<file path="config.mk">
export PLATFORM = sky130hd
export DESIGN_NAME = differential_drive_ramp
export DESIGN_NICKNAME = d
export VERILOG_FILES = /design/src/hw/rtl/ddr_pkg.sv /design/src/hw/rtl/differential_drive_ramp.sv /design/src/hw/rtl/ddr_ctrl.sv /design/src/hw/rtl/ddr_datapath.sv
export SDC_FILE = /design/constraint.sdc
export NUM_CORES = 2
export LEC_CHECK = 0
export BUFFER_PORTS_ARGS = -buffer_cell sky130_fd_sc_hd__buf_2
export CAP_MARGIN = 20
export CORE_ASPECT_RATIO = 1.1
export CORE_MARGIN = 2
export CORE_UTILIZATION = 50
export CTS_BUF_LIST = sky130_fd_sc_hd__clkbuf_4 sky130_fd_sc_hd__clkbuf_8
export CTS_CLUSTER_SIZE = 10
export DETAILED_ROUTE_END_ITERATION = 8
export PLACE_DENSITY = 0.67
export REMOVE_ABC_BUFFERS = 1
export SETUP_SLACK_MARGIN = 0.05
export SLEW_MARGIN = 5
export SYNTH_ARGS = -nofsm -noshare
export SYNTH_HDL_FRONTEND = slang
export SYNTH_HIERARCHICAL = 1
export SYNTH_SLANG_ARGS = --single-unit
</file>
<file path="constraint.sdc">
create_clock -name clk -period 19.74 [get_ports clk]
set_input_delay 1.974 -clock clk [delete_from_list [all_inputs] [get_ports clk]]
set_output_delay 1.974 -clock clk [all_outputs]
set_load 0.02 [all_outputs]
</file>
<file path="src/hw/rtl/ddr_pkg.sv">
`default_nettype none

package ddr_pkg;

    // Width of one PWM duty magnitude.
    localparam int DUTY_W = 8;

    // Mix scaling limits, in percent.
    localparam int PCT_LIMIT  = 100;
    localparam int TRIM_LIMIT = 20;

    // Fixed jog magnitude.
    localparam int JOG_LEVEL = 150;

    // Division by 100 as a multiply by 5243 / 2^19. It is exact for every
    // product below 43000, and no product here exceeds 25500.
    localparam int RECIP_100   = 5243;
    localparam int RECIP_SHIFT = 19;
    localparam int PROD_W      = 2 * DUTY_W;
    localparam int RECIP_W     = PROD_W + 13;

    // APB address width: eight 32-bit registers.
    localparam int ADDR_W = 5;

    typedef enum logic [1:0] {
        KIND_MIX  = 2'd0,
        KIND_STOP = 2'd1,
        KIND_JOG  = 2'd2,
        KIND_TICK = 2'd3
    } kind_t;

    typedef enum logic [1:0] {
        MUL_SCALE = 2'd0,
        MUL_SIDE  = 2'd1,
        MUL_TRIM  = 2'd2
    } mul_sel_t;

    typedef struct packed {
        logic                left_invert;
        logic                right_invert;
        logic [DUTY_W-1:0]   max_duty;
        logic [DUTY_W-1:0]   min_duty;
        logic [DUTY_W-1:0]   accel;
        logic signed [5:0]   trim;
        logic [DUTY_W-1:0]   accel_override;
        logic [15:0]         tick_period;
    } cfg_t;

    typedef struct packed {
        logic     capture;
        logic     mul_en;
        mul_sel_t mul_sel;
        logic     div_en;
        logic     lift;
        logic     stop;
        logic     jog;
        logic     tick;
        logic     ramp;
        logic     drive;
        logic     load_out;
    } cmd_t;

endpackage

`default_nettype wire

</file>
<file path="src/hw/rtl/differential_drive_ramp.sv">
// Two-wheel motor drive with a mixer and a slew-limited ramp.
// Command channel: cmd_valid / cmd_stall carry one transaction of kind mix,
// hard stop, jog or tick. A transaction is taken at a rising edge where
// cmd_valid is high and cmd_stall is low. Result channel: res_valid /
// res_stall return exactly one result transaction for every command.
// A mix runs three multiply and divide-by-100 passes through two multiplier
// lanes, then the lift; a tick runs the jog check, the ramp and the bridge
// drive; a hard stop or a jog runs its stop or jog step. Each command then
// loads its result in the final step and returns to idle, where the next
// command is taken; the sequencer handles one command at a time.
// When the receiver stalls, the result sits in the output register and the
// next command is still accepted and processed; its result waits in the
// final step until the held result is taken.
// Reset clears targets, current duties, the jog and the tick timestamp and
// loads the register defaults (max duty 200, min duty 60, accel 10, tick
// period 20). The user must write registers through the APB port only while
// idle; the block itself does not enforce this.
`default_nettype none

module differential_drive_ramp #(
    parameter int DECEL_MULTIPLIER = 2,
    parameter int JOG_TIME         = 2000
) (
    input  logic                        clk,
    input  logic                        rst_n,

    input  logic                        psel,
    input  logic                        penable,
    input  logic                        pwrite,
    input  logic [ddr_pkg::ADDR_W-1:0]  paddr,
    input  logic [31:0]                 pwdata,
    output logic [31:0]                 prdata,
    output logic                        pready,

    input  logic                        cmd_valid,
    output logic                        cmd_stall,
    input  logic [1:0]                  kind,
    input  logic signed [7:0]           left_pct,
    input  logic signed [7:0]           right_pct,
    input  logic [7:0]                  speed_pct,
    input  logic                        jog_left,
    input  logic signed [1:0]           jog_dir,
    input  logic [31:0]                 now,

    output logic                        res_valid,
    input  logic                        res_stall,
    output logic                        left_fwd,
    output logic                        left_rev,
    output logic [ddr_pkg::DUTY_W-1:0]  left_duty,
    output logic                        right_fwd,
    output logic                        right_rev,
    output logic [ddr_pkg::DUTY_W-1:0]  right_duty,
    output logic                        drive_updated,
    output logic                        jog_timed_out
);
    import ddr_pkg::*;

    // Register map: register n sits at byte address 4*n.
    typedef enum logic [2:0] {
        REG_LEFT_INVERT    = 3'd0,
        REG_RIGHT_INVERT   = 3'd1,
        REG_MAX_DUTY       = 3'd2,
        REG_MIN_DUTY       = 3'd3,
        REG_ACCEL          = 3'd4,
        REG_TRIM           = 3'd5,
        REG_ACCEL_OVERRIDE = 3'd6,
        REG_TICK_PERIOD    = 3'd7
    } reg_idx_t;

    cfg_t     cfg_reg, cfg_next;
    reg_idx_t reg_sel;
    logic     wr_en;
    cmd_t     cmd;

    // The APB port never inserts wait states.
    assign pready  = 1'b1;
    assign wr_en   = psel && penable && pwrite;
    assign reg_sel = reg_idx_t'(paddr[ADDR_W-1:2]);

    always_comb
    begin
        cfg_next = cfg_reg;
        if (wr_en)
        begin
            unique case (reg_sel)
                REG_LEFT_INVERT:    cfg_next.left_invert    = pwdata[0];
                REG_RIGHT_INVERT:   cfg_next.right_invert   = pwdata[0];
                REG_MAX_DUTY:       cfg_next.max_duty       = pwdata[DUTY_W-1:0];
                REG_MIN_DUTY:       cfg_next.min_duty       = pwdata[DUTY_W-1:0];
                REG_ACCEL:          cfg_next.accel          = pwdata[DUTY_W-1:0];
                REG_TRIM:           cfg_next.trim           = pwdata[5:0];
                REG_ACCEL_OVERRIDE: cfg_next.accel_override = pwdata[DUTY_W-1:0];
                REG_TICK_PERIOD:    cfg_next.tick_period    = pwdata[15:0];
            endcase
        end
    end

    always_ff @(posedge clk or negedge rst_n)
    begin
        if (!rst_n)
        begin
            cfg_reg.left_invert    <= 1'b0;
            cfg_reg.right_invert   <= 1'b0;
            cfg_reg.max_duty       <= 8'd200;
            cfg_reg.min_duty       <= 8'd60;
            cfg_reg.accel          <= 8'd10;
            cfg_reg.trim           <= 6'sd0;
            cfg_reg.accel_override <= 8'd0;
            cfg_reg.tick_period    <= 16'd20;
        end
        else
        begin
            cfg_reg <= cfg_next;
        end
    end

    // Read back; the trim register returns sign-extended.
    always_comb
    begin
        unique case (reg_sel)
            REG_LEFT_INVERT:    prdata = 32'(cfg_reg.left_invert);
            REG_RIGHT_INVERT:   prdata = 32'(cfg_reg.right_invert);
            REG_MAX_DUTY:       prdata = 32'(cfg_reg.max_duty);
            REG_MIN_DUTY:       prdata = 32'(cfg_reg.min_duty);
            REG_ACCEL:          prdata = 32'(cfg_reg.accel);
            REG_TRIM:           prdata = {{26{cfg_reg.trim[5]}}, cfg_reg.trim};
            REG_ACCEL_OVERRIDE: prdata = 32'(cfg_reg.accel_override);
            REG_TICK_PERIOD:    prdata = 32'(cfg_reg.tick_period);
        endcase
    end

    // The sequencer walks each command through its steps and owns both
    // handshakes; the datapath holds all drive state and the output register.
    ddr_ctrl u_ctrl (
        .clk       (clk),
        .rst_n     (rst_n),
        .cmd_valid (cmd_valid),
        .kind      (kind),
        .cmd_stall (cmd_stall),
        .res_valid (res_valid),
        .res_stall (res_stall),
        .cmd       (cmd)
    );

    ddr_datapath #(
        .DECEL_MULTIPLIER (DECEL_MULTIPLIER),
        .JOG_TIME         (JOG_TIME)
    ) u_datapath (
        .clk           (clk),
        .rst_n         (rst_n),
        .cmd           (cmd),
        .cfg           (cfg_reg),
        .left_pct      (left_pct),
        .right_pct     (right_pct),
        .speed_pct     (speed_pct),
        .jog_left      (jog_left),
        .jog_dir       (jog_dir),
        .now           (now),
        .left_fwd      (left_fwd),
        .left_rev      (left_rev),
        .left_duty     (left_duty),
        .right_fwd     (right_fwd),
        .right_rev     (right_rev),
        .right_duty    (right_duty),
        .drive_updated (drive_updated),
        .jog_timed_out (jog_timed_out)
    );

`ifndef SYNTHESIS
    // An accepted command keeps the sequencer busy in the following cycle.
    a_busy_after_accept: assert property (@(posedge clk) disable iff (!rst_n)
        (cmd_valid && !cmd_stall) |=> cmd_stall)
        else $error("sequencer idle right after accepting a command");

    // A bridge is never driven both ways at once.
    a_bridge_exclusive: assert property (@(posedge clk) disable iff (!rst_n)
        res_valid |-> !(left_fwd && left_rev) && !(right_fwd && right_rev))
        else $error("bridge driven forward and reverse together");

    // A result that did not rewrite the bridges carries no drive.
    a_quiet_result: assert property (@(posedge clk) disable iff (!rst_n)
        (res_valid && !drive_updated) |->
            (left_duty == '0) && (right_duty == '0) && !left_fwd && !left_rev &&
            !right_fwd && !right_rev)
        else $error("drive fields set in a result without an update");
`endif

endmodule

`default_nettype wire

</file>
<file path="src/hw/rtl/ddr_ctrl.sv">
`default_nettype none

module ddr_ctrl (
    input  logic          clk,
    input  logic          rst_n,
    input  logic          cmd_valid,
    input  logic [1:0]    kind,
    output logic          cmd_stall,
    output logic          res_valid,
    input  logic          res_stall,
    output ddr_pkg::cmd_t cmd
);
    import ddr_pkg::*;

    typedef enum logic [13:0] {
        S_IDLE   = 14'h0001,
        S_MUL0   = 14'h0002,
        S_DIV0   = 14'h0004,
        S_MUL1   = 14'h0008,
        S_DIV1   = 14'h0010,
        S_MUL2   = 14'h0020,
        S_DIV2   = 14'h0040,
        S_LIFT   = 14'h0080,
        S_STOP   = 14'h0100,
        S_JOG    = 14'h0200,
        S_TICK   = 14'h0400,
        S_RAMP   = 14'h0800,
        S_DRIVE  = 14'h1000,
        S_FINISH = 14'h2000
    } state_t;

    state_t state_reg, state_next;
    logic   res_valid_reg, res_valid_next;

    always_comb
    begin
        state_next = state_reg;
        cmd        = '0;
        cmd.mul_sel = MUL_SCALE;
        unique case (state_reg)
            S_IDLE:
            begin
                if (cmd_valid)
                begin
                    cmd.capture = 1'b1;
                    unique case (kind_t'(kind))
                        KIND_MIX:  state_next = S_MUL0;
                        KIND_STOP: state_next = S_STOP;
                        KIND_JOG:  state_next = S_JOG;
                        KIND_TICK: state_next = S_TICK;
                    endcase
                end
            end
            S_MUL0:
            begin
                cmd.mul_en  = 1'b1;
                cmd.mul_sel = MUL_SCALE;
                state_next  = S_DIV0;
            end
            S_DIV0:
            begin
                cmd.div_en = 1'b1;
                state_next = S_MUL1;
            end
            S_MUL1:
            begin
                cmd.mul_en  = 1'b1;
                cmd.mul_sel = MUL_SIDE;
                state_next  = S_DIV1;
            end
            S_DIV1:
            begin
                cmd.div_en = 1'b1;
                state_next = S_MUL2;
            end
            S_MUL2:
            begin
                cmd.mul_en  = 1'b1;
                cmd.mul_sel = MUL_TRIM;
                state_next  = S_DIV2;
            end
            S_DIV2:
            begin
                cmd.div_en = 1'b1;
                state_next = S_LIFT;
            end
            S_LIFT:
            begin
                cmd.lift   = 1'b1;
                state_next = S_FINISH;
            end
            S_STOP:
            begin
                cmd.stop   = 1'b1;
                state_next = S_FINISH;
            end
            S_JOG:
            begin
                cmd.jog    = 1'b1;
                state_next = S_FINISH;
            end
            S_TICK:
            begin
                cmd.tick   = 1'b1;
                state_next = S_RAMP;
            end
            S_RAMP:
            begin
                cmd.ramp   = 1'b1;
                state_next = S_DRIVE;
            end
            S_DRIVE:
            begin
                cmd.drive  = 1'b1;
                state_next = S_FINISH;
            end
            S_FINISH:
            begin
                // The output register is free once its old result is taken.
                if (!res_valid_reg || !res_stall)
                begin
                    cmd.load_out = 1'b1;
                    state_next   = S_IDLE;
                end
            end
            default: state_next = S_IDLE;
        endcase
    end

    assign res_valid_next = (res_valid_reg && res_stall) || cmd.load_out;

    always_ff @(posedge clk or negedge rst_n)
    begin
        if (!rst_n)
        begin
            state_reg     <= S_IDLE;
            res_valid_reg <= 1'b0;
        end
        else
        begin
            state_reg     <= state_next;
            res_valid_reg <= res_valid_next;
        end
    end

    assign cmd_stall = (state_reg != S_IDLE);
    assign res_valid = res_valid_reg;

endmodule

`default_nettype wire

</file>
<file path="src/hw/rtl/ddr_datapath.sv">
`default_nettype none

module ddr_datapath #(
    parameter int DECEL_MULTIPLIER = 2,
    parameter int JOG_TIME         = 2000
) (
    input  logic                        clk,
    input  logic                        rst_n,
    input  ddr_pkg::cmd_t               cmd,
    input  ddr_pkg::cfg_t               cfg,
    input  logic signed [7:0]           left_pct,
    input  logic signed [7:0]           right_pct,
    input  logic [7:0]                  speed_pct,
    input  logic                        jog_left,
    input  logic signed [1:0]           jog_dir,
    input  logic [31:0]                 now,
    output logic                        left_fwd,
    output logic                        left_rev,
    output logic [ddr_pkg::DUTY_W-1:0]  left_duty,
    output logic                        right_fwd,
    output logic                        right_rev,
    output logic [ddr_pkg::DUTY_W-1:0]  right_duty,
    output logic                        drive_updated,
    output logic                        jog_timed_out
);
    import ddr_pkg::*;

    localparam int SW     = DUTY_W + 1;
    localparam int DOWN_W = DUTY_W + $clog2(DECEL_MULTIPLIER + 1);
    localparam int RW     = ((DOWN_W > DUTY_W + 2) ? DOWN_W : DUTY_W + 2) + 2;
    localparam logic signed [SW-1:0] JOG_POS = SW'(JOG_LEVEL);

    typedef struct packed {
        logic              fwd;
        logic              rev;
        logic [DUTY_W-1:0] duty;
    } side_t;

    function automatic logic signed [SW-1:0] lift(
        input logic [DUTY_W-1:0] mag,
        input logic              neg,
        input logic [DUTY_W-1:0] lo,
        input logic [DUTY_W-1:0] hi
    );
        logic [DUTY_W-1:0] m;
        m = mag;
        if (m < lo)
            m = lo;
        if (m > hi)
            m = hi;
        if (mag == '0)
            return '0;
        return neg ? -$signed({1'b0, m}) : $signed({1'b0, m});
    endfunction

    function automatic logic signed [SW-1:0] ramp_step(
        input logic signed [SW-1:0] cur,
        input logic signed [SW-1:0] tgt,
        input logic [DOWN_W-1:0]    up,
        input logic [DOWN_W-1:0]    down
    );
        logic [SW-1:0]          cm;
        logic [SW-1:0]          tm;
        logic [DOWN_W-1:0]      st;
        logic signed [RW-1:0]   cur_w;
        logic signed [RW-1:0]   diff;
        logic signed [RW-1:0]   sst;
        cm    = cur[SW-1] ? $unsigned(-cur) : $unsigned(cur);
        tm    = tgt[SW-1] ? $unsigned(-tgt) : $unsigned(tgt);
        st    = (tm > cm) ? up : down;
        cur_w = RW'(cur);
        diff  = RW'(tgt) - cur_w;
        sst   = RW'($signed({1'b0, st}));
        if (diff >= -sst && diff <= sst)
            return tgt;
        if (diff > 0)
            return SW'(cur_w + sst);
        return SW'(cur_w - sst);
    endfunction

    function automatic side_t drive_side(
        input logic                 inv,
        input logic signed [SW-1:0] cur,
        input logic [DUTY_W-1:0]    hi
    );
        logic signed [SW-1:0] d;
        logic [SW-1:0]        mag;
        side_t                s;
        d      = inv ? -cur : cur;
        s.fwd  = (d > 0);
        s.rev  = d[SW-1];
        mag    = d[SW-1] ? $unsigned(-d) : $unsigned(d);
        s.duty = (mag > {1'b0, hi}) ? hi : mag[DUTY_W-1:0];
        return s;
    endfunction

    // Captured transaction fields.
    logic [6:0]          lmag_reg, lmag_next, rmag_reg, rmag_next, sp_reg, sp_next;
    logic                lneg_reg, lneg_next, rneg_reg, rneg_next;
    logic                jleft_reg, jleft_next;
    logic signed [1:0]   jdir_reg, jdir_next;
    logic [31:0]         now_reg, now_next;

    // Two multiply lanes, each followed by a reciprocal divide by 100.
    logic [PROD_W-1:0]   prod_l_reg, prod_l_next, prod_r_reg, prod_r_next;
    logic [DUTY_W-1:0]   q_l_reg, q_l_next, q_r_reg, q_r_next;

    // Drive state.
    logic signed [SW-1:0] tl_reg, tl_next, tr_reg, tr_next;
    logic signed [SW-1:0] cl_reg, cl_next, cr_reg, cr_next;
    logic                 jog_active_reg, jog_active_next;
    logic [31:0]          deadline_reg, deadline_next;
    logic [31:0]          last_reg, last_next;
    logic                 due_reg, due_next;

    // Result staging and the output register.
    side_t rs_left_reg, rs_left_next, rs_right_reg, rs_right_next;
    logic  rs_upd_reg, rs_upd_next, rs_to_reg, rs_to_next;
    side_t out_left_reg, out_left_next, out_right_reg, out_right_next;
    logic  out_upd_reg, out_upd_next, out_to_reg, out_to_next;

    logic signed [7:0]   lp_c, rp_c;
    logic signed [5:0]   trim_s, tcl;
    logic [4:0]          tmag;
    logic [DUTY_W-1:0]   fl, fr;
    logic [DUTY_W-1:0]   a_l, b_l, a_r, b_r;
    logic [RECIP_W-1:0]  recip_l, recip_r;
    logic [DUTY_W-1:0]   up8;
    logic [DOWN_W-1:0]   up_c, down_c;
    logic [31:0]         jog_gap, elapsed;
    logic signed [SW-1:0] jog_target;

    always_comb
    begin
        // Percent clamps.
        if (left_pct > 8'sd100)
            lp_c = 8'sd100;
        else if (left_pct < -8'sd100)
            lp_c = -8'sd100;
        else
            lp_c = left_pct;
        if (right_pct > 8'sd100)
            rp_c = 8'sd100;
        else if (right_pct < -8'sd100)
            rp_c = -8'sd100;
        else
            rp_c = right_pct;

        // Trim clamp and the two side factors.
        trim_s = cfg.trim;
        if (trim_s > 6'sd20)
            tcl = 6'sd20;
        else if (trim_s < -6'sd20)
            tcl = -6'sd20;
        else
            tcl = trim_s;
        tmag = tcl[5] ? 5'(-tcl) : 5'(tcl);
        fl   = (tcl > 0) ? DUTY_W'(PCT_LIMIT) - DUTY_W'(tmag) : DUTY_W'(PCT_LIMIT);
        fr   = tcl[5] ? DUTY_W'(PCT_LIMIT) - DUTY_W'(tmag) : DUTY_W'(PCT_LIMIT);

        // Ramp steps.
        up8 = (cfg.accel_override != '0) ? cfg.accel_override : cfg.accel;
        if (up8 == '0)
            up8 = DUTY_W'(1);
        up_c   = DOWN_W'(up8);
        down_c = DOWN_W'(up8) * DOWN_W'(DECEL_MULTIPLIER);

        jog_gap = now_reg - deadline_reg;
        elapsed = now_reg - last_reg;

        if (jdir_reg[1])
            jog_target = -JOG_POS;
        else if (jdir_reg[0])
            jog_target = JOG_POS;
        else
            jog_target = '0;
    end

    // Multiplier operand selection.
    always_comb
    begin
        unique case (cmd.mul_sel)
            MUL_SCALE:
            begin
                a_l = cfg.max_duty;
                b_l = {1'b0, sp_reg};
                a_r = cfg.max_duty;
                b_r = {1'b0, sp_reg};
            end
            MUL_SIDE:
            begin
                a_l = {1'b0, lmag_reg};
                b_l = q_l_reg;
                a_r = {1'b0, rmag_reg};
                b_r = q_l_reg;
            end
            MUL_TRIM:
            begin
                a_l = q_l_reg;
                b_l = fl;
                a_r = q_r_reg;
                b_r = fr;
            end
            default:
            begin
                a_l = '0;
                b_l = '0;
                a_r = '0;
                b_r = '0;
            end
        endcase
    end

    assign recip_l = RECIP_W'(prod_l_reg) * RECIP_W'(RECIP_100);
    assign recip_r = RECIP_W'(prod_r_reg) * RECIP_W'(RECIP_100);

    always_comb
    begin
        lmag_next       = lmag_reg;
        rmag_next       = rmag_reg;
        lneg_next       = lneg_reg;
        rneg_next       = rneg_reg;
        sp_next         = sp_reg;
        jleft_next      = jleft_reg;
        jdir_next       = jdir_reg;
        now_next        = now_reg;
        prod_l_next     = prod_l_reg;
        prod_r_next     = prod_r_reg;
        q_l_next        = q_l_reg;
        q_r_next        = q_r_reg;
        tl_next         = tl_reg;
        tr_next         = tr_reg;
        cl_next         = cl_reg;
        cr_next         = cr_reg;
        jog_active_next = jog_active_reg;
        deadline_next   = deadline_reg;
        last_next       = last_reg;
        due_next        = due_reg;
        rs_left_next    = rs_left_reg;
        rs_right_next   = rs_right_reg;
        rs_upd_next     = rs_upd_reg;
        rs_to_next      = rs_to_reg;
        out_left_next   = out_left_reg;
        out_right_next  = out_right_reg;
        out_upd_next    = out_upd_reg;
        out_to_next     = out_to_reg;

        if (cmd.capture)
        begin
            lneg_next     = lp_c[7];
            rneg_next     = rp_c[7];
            lmag_next     = lp_c[7] ? 7'(-lp_c) : 7'(lp_c);
            rmag_next     = rp_c[7] ? 7'(-rp_c) : 7'(rp_c);
            sp_next       = (speed_pct > 8'(PCT_LIMIT)) ? 7'(PCT_LIMIT) : speed_pct[6:0];
            jleft_next    = jog_left;
            jdir_next     = jog_dir;
            now_next      = now;
            rs_left_next  = '0;
            rs_right_next = '0;
            rs_upd_next   = 1'b0;
            rs_to_next    = 1'b0;
        end

        if (cmd.mul_en)
        begin
            prod_l_next = {{DUTY_W{1'b0}}, a_l} * {{DUTY_W{1'b0}}, b_l};
            prod_r_next = {{DUTY_W{1'b0}}, a_r} * {{DUTY_W{1'b0}}, b_r};
        end

        if (cmd.div_en)
        begin
            q_l_next = recip_l[RECIP_SHIFT +: DUTY_W];
            q_r_next = recip_r[RECIP_SHIFT +: DUTY_W];
        end

        if (cmd.lift)
        begin
            tl_next         = lift(q_l_reg, lneg_reg, cfg.min_duty, cfg.max_duty);
            tr_next         = lift(q_r_reg, rneg_reg, cfg.min_duty, cfg.max_duty);
            jog_active_next = 1'b0;
            deadline_next   = '0;
        end

        if (cmd.stop)
        begin
            tl_next         = '0;
            tr_next         = '0;
            cl_next         = '0;
            cr_next         = '0;
            jog_active_next = 1'b0;
            deadline_next   = '0;
            rs_upd_next     = 1'b1;
        end

        if (cmd.jog)
        begin
            tl_next         = jleft_reg ? jog_target : '0;
            tr_next         = jleft_reg ? '0 : jog_target;
            jog_active_next = (jog_target != '0);
            deadline_next   = (jog_target != '0) ? now_reg + 32'(JOG_TIME) : '0;
        end

        if (cmd.tick)
        begin
            if (jog_active_reg && !jog_gap[31])
            begin
                jog_active_next = 1'b0;
                deadline_next   = '0;
                tl_next         = '0;
                tr_next         = '0;
                rs_to_next      = 1'b1;
            end
            due_next = (elapsed >= 32'(cfg.tick_period));
            if (elapsed >= 32'(cfg.tick_period))
                last_next = now_reg;
        end

        if (cmd.ramp && due_reg)
        begin
            cl_next = ramp_step(cl_reg, tl_reg, up_c, down_c);
            cr_next = ramp_step(cr_reg, tr_reg, up_c, down_c);
        end

        if (cmd.drive && due_reg)
        begin
            rs_left_next  = drive_side(cfg.left_invert, cl_reg, cfg.max_duty);
            rs_right_next = drive_side(cfg.right_invert, cr_reg, cfg.max_duty);
            rs_upd_next   = 1'b1;
        end

        if (cmd.load_out)
        begin
            out_left_next  = rs_left_reg;
            out_right_next = rs_right_reg;
            out_upd_next   = rs_upd_reg;
            out_to_next    = rs_to_reg;
        end
    end

    // Drive state other than the tick-due flag follows the reset of the block.
    always_ff @(posedge clk or negedge rst_n)
    begin
        if (!rst_n)
        begin
            tl_reg         <= '0;
            tr_reg         <= '0;
            cl_reg         <= '0;
            cr_reg         <= '0;
            jog_active_reg <= 1'b0;
            deadline_reg   <= '0;
            last_reg       <= '0;
        end
        else
        begin
            tl_reg         <= tl_next;
            tr_reg         <= tr_next;
            cl_reg         <= cl_next;
            cr_reg         <= cr_next;
            jog_active_reg <= jog_active_next;
            deadline_reg   <= deadline_next;
            last_reg       <= last_next;
        end
    end

    always_ff @(posedge clk)
    begin
        lmag_reg      <= lmag_next;
        rmag_reg      <= rmag_next;
        lneg_reg      <= lneg_next;
        rneg_reg      <= rneg_next;
        sp_reg        <= sp_next;
        jleft_reg     <= jleft_next;
        jdir_reg      <= jdir_next;
        now_reg       <= now_next;
        prod_l_reg    <= prod_l_next;
        prod_r_reg    <= prod_r_next;
        q_l_reg       <= q_l_next;
        q_r_reg       <= q_r_next;
        due_reg       <= due_next;
        rs_left_reg   <= rs_left_next;
        rs_right_reg  <= rs_right_next;
        rs_upd_reg    <= rs_upd_next;
        rs_to_reg     <= rs_to_next;
        out_left_reg  <= out_left_next;
        out_right_reg <= out_right_next;
        out_upd_reg   <= out_upd_next;
        out_to_reg    <= out_to_next;
    end

    assign left_fwd      = out_left_reg.fwd;
    assign left_rev      = out_left_reg.rev;
    assign left_duty     = out_left_reg.duty;
    assign right_fwd     = out_right_reg.fwd;
    assign right_rev     = out_right_reg.rev;
    assign right_duty    = out_right_reg.duty;
    assign drive_updated = out_upd_reg;
    assign jog_timed_out = out_to_reg;

endmodule

`default_nettype wire
</file>
## Word level (Yosys, flattened, before mapping)

Index checks and enable logic that the tools add are counted.
Widths: inputs -> output; s select.

| storage, ports and cells | value |
|---|---|
| output and inout port bits | 57 |
| flip-flop bits (word level) | 323 |
| input port bits | 105 |

| cells by class | value |
|---|---|
| muxes and demuxes | 116 |
| equal/unequal tests | 29 |
| reductions and logical operators | 36 |
| add/subtract/negate cells | 23 |
| multipliers | 4 |
| magnitude comparators | 25 |

Operators by type and width:

| operator | count |
|---|---|
| $mux 9 | 40 |
| $pmux 32 s8 | 1 |
| $mux 32 | 6 |
| $pmux 14 s11 | 1 |
| $mux 8 | 19 |
| $pmux 8 s3 | 4 |
| $sub 32x32->32 | 2 |
| $pmux 14 s4 | 1 |
| $mul 16x13->27 const B | 2 |
| $neg 9->9 | 6 |
| $mux 1 | 33 |
| $add 32x11->32 const B | 1 |
| $ge 32x16->1 | 1 |
| $mul 8x8->16 | 2 |
| $mux 10 | 3 |
| $mux 14 | 2 |
| $ge 10x12->1 | 2 |
| $logic_not 8->1 | 3 |
| $neg 10->12 | 2 |
| $gt 10x1->1 const B | 2 |
| $le 10x10->1 | 2 |
| $reduce_and 2->1 | 10 |
| $sub 9x9->10 | 2 |
| $add 9x9->9 | 2 |
| other kinds (53) | 84 |

## Depth between registers and ports, before layout

| logic depth | value |
|---|---|
| word-level depth | 15 |
| gate-level depth with buffers | 32 |
| gate-level depth less buffers | 32 |

## Cells and area by module

The synthesis kept the hierarchy.

Modules (own cells, without submodules):

| module | cells an instance | instances | seq. area each (um^2) | area each (um^2) |
|---|---|---|---|---|
| ddr_datapath | 3,414 | 1 | 7,041.8 | 31,475.2 |
| differential_drive_ramp | 214 | 1 | 1,415.1 | 2,892.8 |
| ddr_ctrl | 96 | 1 | 376.6 | 983.4 |

## Least setup slack after synthesis

Ideal clock, no wire load.

| timing path | value |
|---|---|
| path type | register to register |
| from | reg u_ctrl.state_reg[8] |
| to | reg u_datapath.prod_r_reg[15], data pin |
| period minus slack after synthesis | 6.634 ns |
| library setup time | 0.266 ns |
| slack | 13.106 ns |
| stages on the path, launching flop included | 27 |
| arrival | 6.368 ns |
| path through | dfrtp_1 -> buf_6 -> or4_1 -> nor3_1 -> nand3_1 -> nor3b_1 -> buf_1 -> nor2b_1 -> clkbuf_1 -> a21oi_1 -> or2_2 -> fa_1 -> fa_1 -> inv_1 -> fa_1 -> inv_1 -> fa_1 -> inv_1 -> ha_1 -> a21boi_0 -> o21ai_0 -> nand2b_1 -> a21o_1 -> nand2_1 -> a21oi_1 -> o41ai_1 -> xnor2_1 |

RTL lines:

| item | line | source |
|---|---|---|
| start: declaration | ddr_ctrl.sv:32 | `state_t state_reg, state_next;` |
| start signal: assignment | ddr_ctrl.sv:141 | `state_reg <= state_next;` |
| end signal: assignment | ddr_datapath.sv:376 | `prod_r_reg <= prod_r_next;` |
| end: declaration | ddr_datapath.sv:105 | `logic [PROD_W-1:0] prod_l_reg, prod_l_next, prod_r_reg, prod_r_next;` |

==> results <==
- The run finished with clean final reports.
- Global routing finished with a remaining overflow of 0.
- The worst IR drop on VDD is between 0.08 and 0.09 mV.
- The total power divided by cell area is between 150 and 200 mW/mm².
- In the synthesized netlist, the number of instances is approximately 3700.
- The sequential cell fraction of total power is 17.3%.
- In this run the tool buffered the top-level ports with 142 buffer cells.
- The worst-margin pin slew is around 1100 ps.
- The via total after detailed routing is roughly 27000.
- After clock tree synthesis, the repair step resized 0 gates.
- After clock tree synthesis, the clock-pin slew on the worst setup and hold paths is approximately 60 ps.
- Per report_power, the combinational group accounts for a little under three quarters of the total.
- The critical path data required time is 20160 ps.
- The floorplan has roughly 100 rows.
- The share of layout cells above drive strength 1 is a little under an eighth.
- At the worst endpoint, the arrival time is a little over 8000 ps.
- The portion of the clock cycle consumed by the worst path in the final layout is 39.8%.
- The count of flip-flops with a built-in enable after synthesis is 149.
- The maximum clock path buffer count is 3.
- The most used flip-flop cell after synthesis is dfrtp_1.
- The number of max-slew violations in the final report is 0.
- The width of the chip is about 260 µm.
- Summing all multi-input logic gate instances after layout gives 0.0240 mm².
- The fraction of the yosys area taken by sequential cells is around 25%.
- The initial standard-cell utilization of the core is ~50%.
- The layout-stage area growth over the synthesis result is 8.40%.
- After detailed routing, the average wire length per cell comes to about 18 µm.
- In this run the power spent charging and discharging nets is roughly 0.0032 W.
- In this run, the clock network consumes a little over a tenth of the power.
- The area of the core region is roughly 0.070 mm².
- The number of global-route vias before repair is around 26000.
- The count of warnings emitted by yosys is 6.
- The number of detailed-routing iterations run before antenna repair is 6.
- The count of endpoints failing hold in the final timing report is 0.
- The critical path in this run is classified as flop to flop.
- Entering global routing, the biggest net connects 76 pins.
- The master cell of the clock root buffer is clkbuf_8.
- The count of nets after finishing is approximately 4700.
- The number of vias per cell after detailed routing is around 5.6.
- The number of distinct library cells after synthesis is approximately 100.
- The number of primary I/O pins is roughly 160.
- The post-synthesis sequential element count is between 300 and 400.
- The internal power of the cells totals approximately 0.0035 W.
- The largest fanout on the critical path is 33.
- The most common cell after layout, fill and taps aside is inv_1.
- On the final layout, the worst clock skew is ~53 ps.
- The final layout contains routed wiring with a total length of between 80 and 90 mm.
- Global routing used between 20% and 30% of the available tracks.
- The post-CTS setup buffer count is 0.
- The total of endpoints with negative setup slack in the final report is 0.
- From bottom edge to top edge, the die measures ~280 µm.
- The share of total power consumed by net switching is approximately half.
- The count of filler cells inserted in the layout is around 6400.
- The clock reaches the later pin of the worst-skew pair after 700 ps.
- Across the run, the number of max-cap violations was 0.
- The final total power is roughly 0.0067 W.
- The reported leakage power is about 18 nW.
- The H-tree depth is 2.
- The CTS tree is built.
- The flip-flop count of the largest register after layout is 56.
- The number of antenna violations at the first check in global routing is 7.
- The sink count of the clock tree is 323.
- The violation count after the first detailed-routing iteration is roughly 1600.
- Once detail routing completed, the nets flagged for antenna violations numbered 0.
- The die covers roughly 0.073 mm².
- The achievable clock frequency is between 0.1 and 0.15 GHz.
- The detailed-placement wirelength estimate is approximately 68 mm.
- The global-route wire length before repair is around 140 mm.
- The final sum of negative setup slack is 0 ps.
- Routability-driven placement finished with a final weighted congestion of 0.936.
- Setup repair after global routing left no endpoint under its margin.
- The smallest clock period supported by the final layout is computed as 7850 ps.
- The sequential cells in the finished layout cover a total of about 0.0088 mm².
- The top cell types in the final layout, fill and taps aside, are inv_1 (530), ha_1 (498), nor2_1 (358).
- STA classifies the critical path endpoint as a flop.
- Counting flops with an async set or reset pin after synthesis yields a share of 53.3%.
- Hold repair after CTS inserted 0 buffers.
- The tightest min-delay check is of the flop to flop type.
- The average instance in the mapped netlist occupies between 9 and 10 µm².
- The number of buffers created by CTS is 57.
- STA classifies the critical path startpoint as a flop.
- The synthesized cell area is 0.0354 mm².
- After detailed routing, the number of remaining DRC violations is 0.
- Headroom to the max-slew limit came out at a little over a quarter.
[worst max-delay path: stages (launching register included)]
cell      delay (ps)
dfrtp_1          460
or4_1            570
nor3_1           280
nand3_1          190
nor3b_2          220
buf_4            320
nor2b_1          880
and2_1           280
a21oi_1          230
or2_2            380
fa_1             500
fa_1             500
inv_1             60
fa_1             540
inv_1             60
fa_1             530
inv_1             40
ha_1             310
a21boi_0         150
o21ai_0          180
nand2b_1         110
a21o_1           190
nand2_1           80
a21oi_1           90
o41ai_1          300
xnor2_1          100
[through the flow]
| stage | hold WS [ps] | util (%) | instances | setup WS [ps] | cell area, µm² |
|---|---|---|---|---|---|
| 2_1_floorplan | 400 | - | 3633 | 11430 | 34800 |
| 3_3_place_gp | 405 | 52.6 | 4731 | 12030 | 36900 |
| 3_5_place_dp | 405 | 52.6 | 4731 | 11960 | 36900 |
| 4_1_cts | 419 | 54.5 | 4839 | 11900 | 38200 |
| 5_1_grt | 428 | 54.6 | 4847 | 11290 | 38300 |
| 6_report | 419 | 54.6 | 4847 | 11890 | 38300 |
[cell type report]
type | count | area share [%]
multi-input cells | 2779 | 62.7
flip-flops and latches | 323 | 23.1
inverters | 531 | 5.20
well taps | 936 | 3.06
clock buffers | 80 | 2.68
repair buffers | 168 | 2.46
clock inverters | 28 | 0.797
diodes | 2 | 0.0131
[cell usage after synthesis, types with 62 or more instances]
cell type    n  area (µm²)
a21o_1      72         541
a21oi_1    198         991
dfrtp_1    160        4000
edfxtp_1   149        4470
fa_1       225        4500
ha_1       498        6230
inv_1      531        1990
mux2_2      62         698
mux2i_1     67         671
nand2_1    173         649
nor2_1     358        1340
o21ai_0    161         806
xnor2_1    144        1260
xor2_1      62         543
[layer usage]
metal / GRT usage (%) / up-vias / wire, µm
li1: - / 13200 / -
met1: 31.5 / 13000 / 37400
met5: 0 / - / 38
met2: 40.4 / 682 / 41400
met4: 7.29 / 6 / 2470
met3: 2.97 / 160 / 4320
[final timing paths]
kind,start,end,slack [ps],cells past startpoint
worst max-delay path,u_ctrl/state_reg[9],u_datapath/prod_r_reg[15],11890,25
worst min-delay path,u_datapath/rs_left_reg[4],u_datapath/left_duty[4],420,0
worst max register to register,u_ctrl/state_reg[9],u_datapath/prod_r_reg[15],11890,25
worst min register to register,u_datapath/rs_left_reg[4],u_datapath/left_duty[4],420,0
max in group asynchronous,rst_n,u_ctrl/state_reg[4],16500,3
min in group asynchronous,rst_n,u_datapath/cl_reg[8],1210,1
[power by group through the flow]
stage / Clock, W / Combinational (W) / Sequential, W
3_5_place_dp: 0 / 0.00477 / 0.00116
6_report: 0.000719 / 0.00482 / 0.00116
5_1_grt: 0.000768 / 0.00550 / 0.00118
3_3_place_gp: 0 / 0.00469 / 0.00116
2_1_floorplan: 0 / 0.00374 / 0.00108
4_1_cts: 0.000740 / 0.00482 / 0.00115
[logic make-up (layout without fill, tap and decap cells)]
group,Yosys count,after routing,share of synthesized area [%]
DFF,323,323,25.0
other,2,9,0.0212
adders and majority gates,723,723,30.4
AOI/OAI and AO/OA,729,729,13.3
xor gates and xnor gates,206,206,5.10
buffers and inverters,627,807,7.17
muxes,170,170,5.55
and+or+nand+nor,944,944,13.5
Power figures use the tool's default switching activity.
